<file path="src/hdl/lspq_pkg.sv">
`timescale 1ns / 1ps
package lspq_pkg;

  localparam int DEPTH   = 16;
  localparam int ID_BITS = 16;
  localparam int PRIO_W  = 8;
  localparam int IDX_W   = (DEPTH > 1) ? $clog2(DEPTH) : 1;
  localparam int CNT_W   = $clog2(DEPTH + 1);
  localparam int OUT_ID_W = 16;
  localparam int OCC_W    = 5;

  typedef enum logic [1:0] {
    ACT_INSERT  = 2'd0,
    ACT_LIST    = 2'd1,
    ACT_EXTRACT = 2'd2,
    ACT_UNUSED  = 2'd3
  } action_e;

  typedef enum logic [2:0] {
    ST_INSERTED  = 3'd0,
    ST_FULL      = 3'd1,
    ST_EXTRACTED = 3'd2,
    ST_EMPTY     = 3'd3,
    ST_LISTED    = 3'd4
  } status_e;

  typedef struct packed {
    logic [1:0]  action;
    logic [15:0] entry_id;
    logic [7:0]  entry_priority;
  } req_t;

  typedef struct packed {
    logic [2:0]  status;
    logic [15:0] out_id;
    logic [7:0]  out_priority;
    logic [4:0]  occupancy;
    logic        last;
  } rsp_t;

  typedef struct packed {
    logic [ID_BITS-1:0] id;
    logic [PRIO_W-1:0]  prio;
  } slot_t;

  typedef struct packed {
    logic ins;
    logic empty;
    logic list_init;
    logic scan_init;
    logic scan;
    logic sh_init;
    logic shift;
    logic ext_done;
    logic list;
  } cmd_t;

  typedef struct packed {
    logic empty;
    logic idx_end;
    logic nxt_end;
  } sts_t;

endpackage

</file>
<file path="src/hdl/lspq_dp.sv">
`timescale 1ns / 1ps
module lspq_dp
  import lspq_pkg::*;
(
  input  logic clk_i,
  input  logic rst_ni,
  input  req_t req_i,
  input  cmd_t cmd_i,
  output sts_t sts_o,
  output logic res_valid_o,
  output rsp_t rsp_o
);

  slot_t slots_q [DEPTH];

  logic [CNT_W-1:0] count_q, count_d;
  logic [CNT_W-1:0] idx_q, idx_d;
  logic [CNT_W-1:0] nxt;
  logic [IDX_W-1:0] best_idx_q, best_idx_d;
  slot_t            best_q, best_d;
  logic [IDX_W-1:0] rd_addr;
  slot_t            rd;
  logic             wr_en;
  logic [IDX_W-1:0] wr_addr;
  slot_t            wr_data;
  logic             res_valid_q, res_valid_d;
  rsp_t             rsp_q, rsp_d;

  assign nxt = idx_q + CNT_W'(1);

  always_comb begin
    if (cmd_i.scan_init) begin
      rd_addr = '0;
    end else if (cmd_i.shift) begin
      rd_addr = nxt[IDX_W-1:0];
    end else begin
      rd_addr = idx_q[IDX_W-1:0];
    end
  end

  assign rd = slots_q[rd_addr];

  assign sts_o.empty   = (count_q == '0);
  assign sts_o.idx_end = (idx_q == count_q);
  assign sts_o.nxt_end = (nxt == count_q);

  always_comb begin
    count_d     = count_q;
    idx_d       = idx_q;
    best_idx_d  = best_idx_q;
    best_d      = best_q;
    wr_en       = 1'b0;
    wr_addr     = idx_q[IDX_W-1:0];
    wr_data     = rd;
    res_valid_d = 1'b0;
    rsp_d       = '0;
    rsp_d.last  = 1'b1;
    rsp_d.occupancy = OCC_W'(count_q);

    if (cmd_i.ins) begin
      res_valid_d = 1'b1;
      if (count_q == CNT_W'(DEPTH)) begin
        rsp_d.status = ST_FULL;
      end else begin
        wr_en           = 1'b1;
        wr_addr         = count_q[IDX_W-1:0];
        wr_data.id      = ID_BITS'(req_i.entry_id);
        wr_data.prio    = req_i.entry_priority;
        count_d         = count_q + CNT_W'(1);
        rsp_d.status    = ST_INSERTED;
        rsp_d.occupancy = OCC_W'(count_d);
      end
    end

    if (cmd_i.empty) begin
      res_valid_d  = 1'b1;
      rsp_d.status = ST_EMPTY;
    end

    if (cmd_i.list_init) begin
      idx_d = '0;
    end

    if (cmd_i.scan_init) begin
      best_d     = rd;
      best_idx_d = '0;
      idx_d      = CNT_W'(1);
    end

    if (cmd_i.scan) begin
      if (rd.prio < best_q.prio) begin
        best_d     = rd;
        best_idx_d = idx_q[IDX_W-1:0];
      end
      idx_d = nxt;
    end

    if (cmd_i.sh_init) begin
      idx_d = CNT_W'(best_idx_q);
    end

    if (cmd_i.shift) begin
      wr_en   = 1'b1;
      wr_addr = idx_q[IDX_W-1:0];
      wr_data = rd;
      idx_d   = nxt;
    end

    if (cmd_i.ext_done) begin
      count_d            = count_q - CNT_W'(1);
      res_valid_d        = 1'b1;
      rsp_d.status       = ST_EXTRACTED;
      rsp_d.out_id       = OUT_ID_W'(best_q.id);
      rsp_d.out_priority = best_q.prio;
      rsp_d.occupancy    = OCC_W'(count_d);
    end

    if (cmd_i.list) begin
      res_valid_d        = 1'b1;
      rsp_d.status       = ST_LISTED;
      rsp_d.out_id       = OUT_ID_W'(rd.id);
      rsp_d.out_priority = rd.prio;
      rsp_d.last         = sts_o.nxt_end;
      idx_d              = nxt;
    end
  end

  always_ff @(posedge clk_i or negedge rst_ni) begin
    if (!rst_ni) begin
      count_q     <= '0;
      idx_q       <= '0;
      res_valid_q <= 1'b0;
    end else begin
      count_q     <= count_d;
      idx_q       <= idx_d;
      res_valid_q <= res_valid_d;
    end
  end

  always_ff @(posedge clk_i) begin
    best_q     <= best_d;
    best_idx_q <= best_idx_d;
    rsp_q      <= rsp_d;
  end

  always_ff @(posedge clk_i) begin
    if (wr_en) begin
      slots_q[wr_addr] <= wr_data;
    end
  end

  assign res_valid_o = res_valid_q;
  assign rsp_o       = rsp_q;

endmodule

</file>
<file path="src/hdl/lspq_ctrl.sv">
`timescale 1ns / 1ps
module lspq_ctrl
  import lspq_pkg::*;
(
  input  logic       clk_i,
  input  logic       rst_ni,
  input  logic       start_i,
  input  logic [1:0] action_i,
  input  sts_t       sts_i,
  output cmd_t       cmd_o,
  output logic       busy_o
);

  typedef enum logic [1:0] {
    S_IDLE,
    S_SCAN,
    S_SHIFT,
    S_LIST
  } state_e;

  state_e state_q;
  logic   busy_q;
  logic   accept;

  assign accept = start_i && !busy_q;

  always_comb begin
    cmd_o = '0;
    case (state_q)
      S_IDLE: begin
        if (accept) begin
          case (action_i)
            ACT_INSERT: begin
              cmd_o.ins = 1'b1;
            end
            ACT_LIST: begin
              cmd_o.empty     = sts_i.empty;
              cmd_o.list_init = !sts_i.empty;
            end
            ACT_EXTRACT: begin
              cmd_o.empty     = sts_i.empty;
              cmd_o.scan_init = !sts_i.empty;
            end
            default: begin
            end
          endcase
        end
      end
      S_SCAN: begin
        cmd_o.sh_init = sts_i.idx_end;
        cmd_o.scan    = !sts_i.idx_end;
      end
      S_SHIFT: begin
        cmd_o.ext_done = sts_i.nxt_end;
        cmd_o.shift    = !sts_i.nxt_end;
      end
      S_LIST: begin
        cmd_o.list = 1'b1;
      end
      default: begin
      end
    endcase
  end

  always_ff @(posedge clk_i or negedge rst_ni) begin
    if (!rst_ni) begin
      state_q <= S_IDLE;
      busy_q  <= 1'b0;
    end else begin
      case (state_q)
        S_IDLE: begin
          if (cmd_o.list_init) begin
            state_q <= S_LIST;
            busy_q  <= 1'b1;
          end else if (cmd_o.scan_init) begin
            state_q <= S_SCAN;
            busy_q  <= 1'b1;
          end
        end
        S_SCAN: begin
          if (sts_i.idx_end) begin
            state_q <= S_SHIFT;
          end
        end
        S_SHIFT: begin
          if (sts_i.nxt_end) begin
            state_q <= S_IDLE;
            busy_q  <= 1'b0;
          end
        end
        S_LIST: begin
          if (sts_i.nxt_end) begin
            state_q <= S_IDLE;
            busy_q  <= 1'b0;
          end
        end
        default: begin
          state_q <= S_IDLE;
          busy_q  <= 1'b0;
        end
      endcase
    end
  end

  assign busy_o = busy_q;

endmodule

</file>
<file path="src/hdl/linear_scan_priority_queue_top.sv">
// Insert and empty replies: word shown in the cycle after start is taken; next start in that cycle.
// List of N entries: N words, one per cycle, the first once the controller is in S_LIST.
// Extract of N entries with the winner in slot B: the single slot read port is used once
// per cycle, first for the scan of all N entries and then for the shift-down from slot B.
// Reset clears the entry count and the controller at once; slot storage is not cleared.
// Results are strobed for one cycle; the receiver cannot stall.
`timescale 1ns / 1ps
module linear_scan_priority_queue_top
  import lspq_pkg::*;
(
  input  logic clk_i,
  input  logic rst_ni,
  input  logic start,
  output logic busy,
  input  req_t req_i,
  output logic res_valid_o,
  output rsp_t rsp_o
);

  cmd_t cmd;
  sts_t sts;

  lspq_ctrl u_ctrl (
    .clk_i    (clk_i),
    .rst_ni   (rst_ni),
    .start_i  (start),
    .action_i (req_i.action),
    .sts_i    (sts),
    .cmd_o    (cmd),
    .busy_o   (busy)
  );

  lspq_dp u_dp (
    .clk_i       (clk_i),
    .rst_ni      (rst_ni),
    .req_i       (req_i),
    .cmd_i       (cmd),
    .sts_o       (sts),
    .res_valid_o (res_valid_o),
    .rsp_o       (rsp_o)
  );

endmodule

</file>
<file path="config.mk">
export PLATFORM = sky130hd
export DESIGN_NAME = linear_scan_priority_queue_top
export DESIGN_NICKNAME = d
export VERILOG_FILES = /design/src/hdl/lspq_pkg.sv /design/src/hdl/lspq_dp.sv /design/src/hdl/lspq_ctrl.sv /design/src/hdl/linear_scan_priority_queue_top.sv
export SDC_FILE = /design/constraint.sdc
export NUM_CORES = 1
export LEC_CHECK = 0
export ABC_AREA = 1
export CORE_MARGIN = 1
export CORE_UTILIZATION = 35
export DETAILED_ROUTE_END_ITERATION = 10
export DONT_BUFFER_PORTS = 1
export PLACE_DENSITY_LB_ADDON = 0.12
export SLEW_MARGIN = 25
export SYNTH_ARGS = -nofsm -noshare
export SYNTH_HDL_FRONTEND = slang
export SYNTH_SLANG_ARGS = --single-unit
</file>
<file path="constraint.sdc">
create_clock -name clk_i -period 8.4 [get_ports clk_i]
set_input_delay 1.68 -clock clk_i [delete_from_list [all_inputs] [get_ports clk_i]]
set_output_delay 1.68 -clock clk_i [all_outputs]
set_load 0.01 [all_outputs]
</file>
==> out/results.ini <==
[grt]
grtUsageTotal=0.2055
grt_pass1_vias=12750
gr-total-overflow=0
grt_max_degree=125
grt_pass1_wl_mm=85.42
antenna_found_initial=1
busiest_layer=met2
groute.layer.met2.usage=0.3327
grtUsageMet1=0.2881
grt_util_met3=0.02737

[final_layout]
seqCellArea_um2=13100
multi_input_area_um2=5209
syn_to_final_growth_pct=11.48
layout-drive-gt1-share=0.08056
fillers=5405
nNetsFinal=1805

[sta]
max_freq_ghz=0.1823
setup_tns_ns=0
skew_ns=0.03069
slew_viol_final=0
relSlewSlack=0.3737
setup_viol=0
period_needed_ns=5.485
period_share=0.6530
rsz0062_at_grt=no
whs_ns=0.4863
worst_pin_slew_ns=0.9358
hold_viol_final=0
worst_slack_ns=2.915

[worst_hold_path]
hp-class=reg -> reg
worstHoldStart=u_dp.idx_q[4]
whs_endpoint=u_dp.idx_q[4]
hold_depth=1

[clock_network]
cts_buffers=51
cts_root_buf=clkbuf_16
cts_tree=built
clkTransAtPathRegs_ns=0.06
cts_hold_buf=0
htreeDepth=2
postCtsSetupBuffers=0
clkLatencyLatePin_ns=0.61
clockBufferDepth=3
tritoncts_num_sinks=459
cts-resized-gates=0

[placement]
dp_hpwl_mm=30.70
gp_congestion=0.8113
numPortBuffers=0
post-place-ws_ns=2.163

[floorplan]
die_width_um=239.0
io_pins=64
core-area_um2=55310
fp.dieH_um=239.0
dieArea_um2=57130
start_util=0.3555
rows=86

[synthesis]
ys_warn_count=0
avgSynthCellArea_um2=11.03
synth_edf_count=384
syn_area_um2=19660
synth_area_leaders=edfxtp_1 (59%), dfxtp_1 (6.2%), nand2_1 (6.1%)
synthArstFlopShare=0.03050
netlist.area_leader.share=0.5865
synth_top_flop_cell=edfxtp_1
yosysUniqueCellTypes=38
synthMostInstantiatedCell=edfxtp_1
synthesis.instances=1783
synth_commonest_cells=edfxtp_1 (384), nand2_1 (320), inv_1 (195)
yosysSeqAreaShare=0.6664
syn_nets=1826
synth-seq-cells=459
synth_top_cell_by_area=edfxtp_1

[worst_setup_path]
reg2reg_to=u_dp.best_q[23]
cp_data_required_time_ns=8.88
rr_worst_depth=27
worst_path_max_delay_cell=nand2_4
max_stage_delay_ns=0.51
endpoint_kind=flop
path_max_fanout=67
start_kind=flop
arrival_ns=5.96
crit_type=reg -> reg
r2r-start=u_dp.idx_q[0]
cp_common_cell=nand2_1
reg2reg_slack_ns=2.91

[routing]
ant_nets=0
drc_errors=0
routed_wl_mm=58.38
vias=13440
wl_per_cell_um=22.89
drt_first_pass_iters=5
initialDrtViolationCount=1236
viasPerCell=5.272

[run_status]
status=complete, no violations

[flow_run]
cap_viol_max_count=0

flip-flops by register name, summed over array words and instances (netlist names):
signal / cells
u_ctrl.busy_o: 1
u_dp.res_valid_o: 1
u_dp.best_idx_q: 4
u_dp.count_q: 5
u_dp.idx_q: 5
u_dp.rsp_o: 33
u_dp.slots_q: 384
u_dp.best_q: 24
u_ctrl.state_q: 2
critical path: cells and delay by family (launching register included):
kind                       cells  cell delay (ns)
AOI/OAI and AO/OA              4             0.43
buffers and inverters          3             0.56
adders and majority gates      2             0.67
DFF                            1             0.50
and+or+nand+nor               18             3.10
metal layers:
metal | share of wire | vias up
met5 | 0 | -
met4 | 0.023 | 0
met3 | 0.059 | 84
met2 | 0.47 | 389
met1 | 0.45 | 6645
li1 | - | 6325
how the worst max path moves through the flow:
stage	endpoint	start	slack [ns]	cells after the start
finish	u_dp.best_q[23]	u_dp.idx_q[0]	2.91	27
CTS	u_dp.best_q[23]	u_dp.idx_q[0]	2.47	25
global placement	u_dp.best_q[12]	req_i[24]	2.23	20
detailed placement	u_dp.best_q[23]	req_i[24]	2.16	20
global route	u_dp.best_q[23]	u_dp.idx_q[0]	2.32	25
floorplan	u_dp.best_q[23]	req_i[24]	3.03	22
cells by family (layout without fill, tap and decap cells):
logic type | count (synthesis) | after routing | share of synthesized area
fa+ha+maj | 14 | 14 | 0.008909
buf+inv | 328 | 345 | 0.07102
other cells | 0 | 2 | 0
simple gates | 537 | 537 | 0.1200
flops | 459 | 459 | 0.6664
compound gates | 437 | 437 | 0.1301
xor+xnor | 8 | 8 | 0.003564
cells in the final DEF, fill, tap and decap left out, types with 9 or more instances in the layout:
| cell | count |
|---|---|
| clkbuf_16 | 51 |
| o221ai_1 | 46 |
| ha_1 | 14 |
| o22ai_1 | 17 |
| inv_2 | 11 |
| o21ai_1 | 51 |
| nand3_1 | 136 |
| nand4_1 | 35 |
| clkinv_1 | 12 |
| a21oi_1 | 41 |
| dfxtp_1 | 61 |
| clkbuf_1 | 13 |
| o21ai_0 | 174 |
| dfrtp_1 | 14 |
| o211ai_1 | 32 |
| nand2_1 | 319 |
| a31oi_1 | 65 |
| nor2_1 | 28 |
| buf_4 | 42 |
| inv_1 | 195 |
| edfxtp_1 | 384 |
| clkinv_2 | 9 |
final cells by class:
class,instances,area share
Clock buffer,67,0.06234
Tap cell,748,0.04270
Timing Repair Buffer,46,0.01804
Inverter,208,0.03579
Sequential cell,459,0.5978
Clock inverter,24,0.005480
Multi-Input combinational cell,996,0.2376
Antenna cell,2,0.0002283
metrics by stage:
stage          cells    util  cell area [um^2]
2_1_floorplan   1783       -             19660
3_3_place_gp    2456  0.3685             20380
3_5_place_dp    2456  0.3688             20400
4_1_cts         2547  0.3956             21880
5_1_grt         2548  0.3962             21910
6_report        2550  0.3963             21920
Power is not shown: default switching activity piles up to over one toggle a cycle in this logic, so the estimate is an artifact.
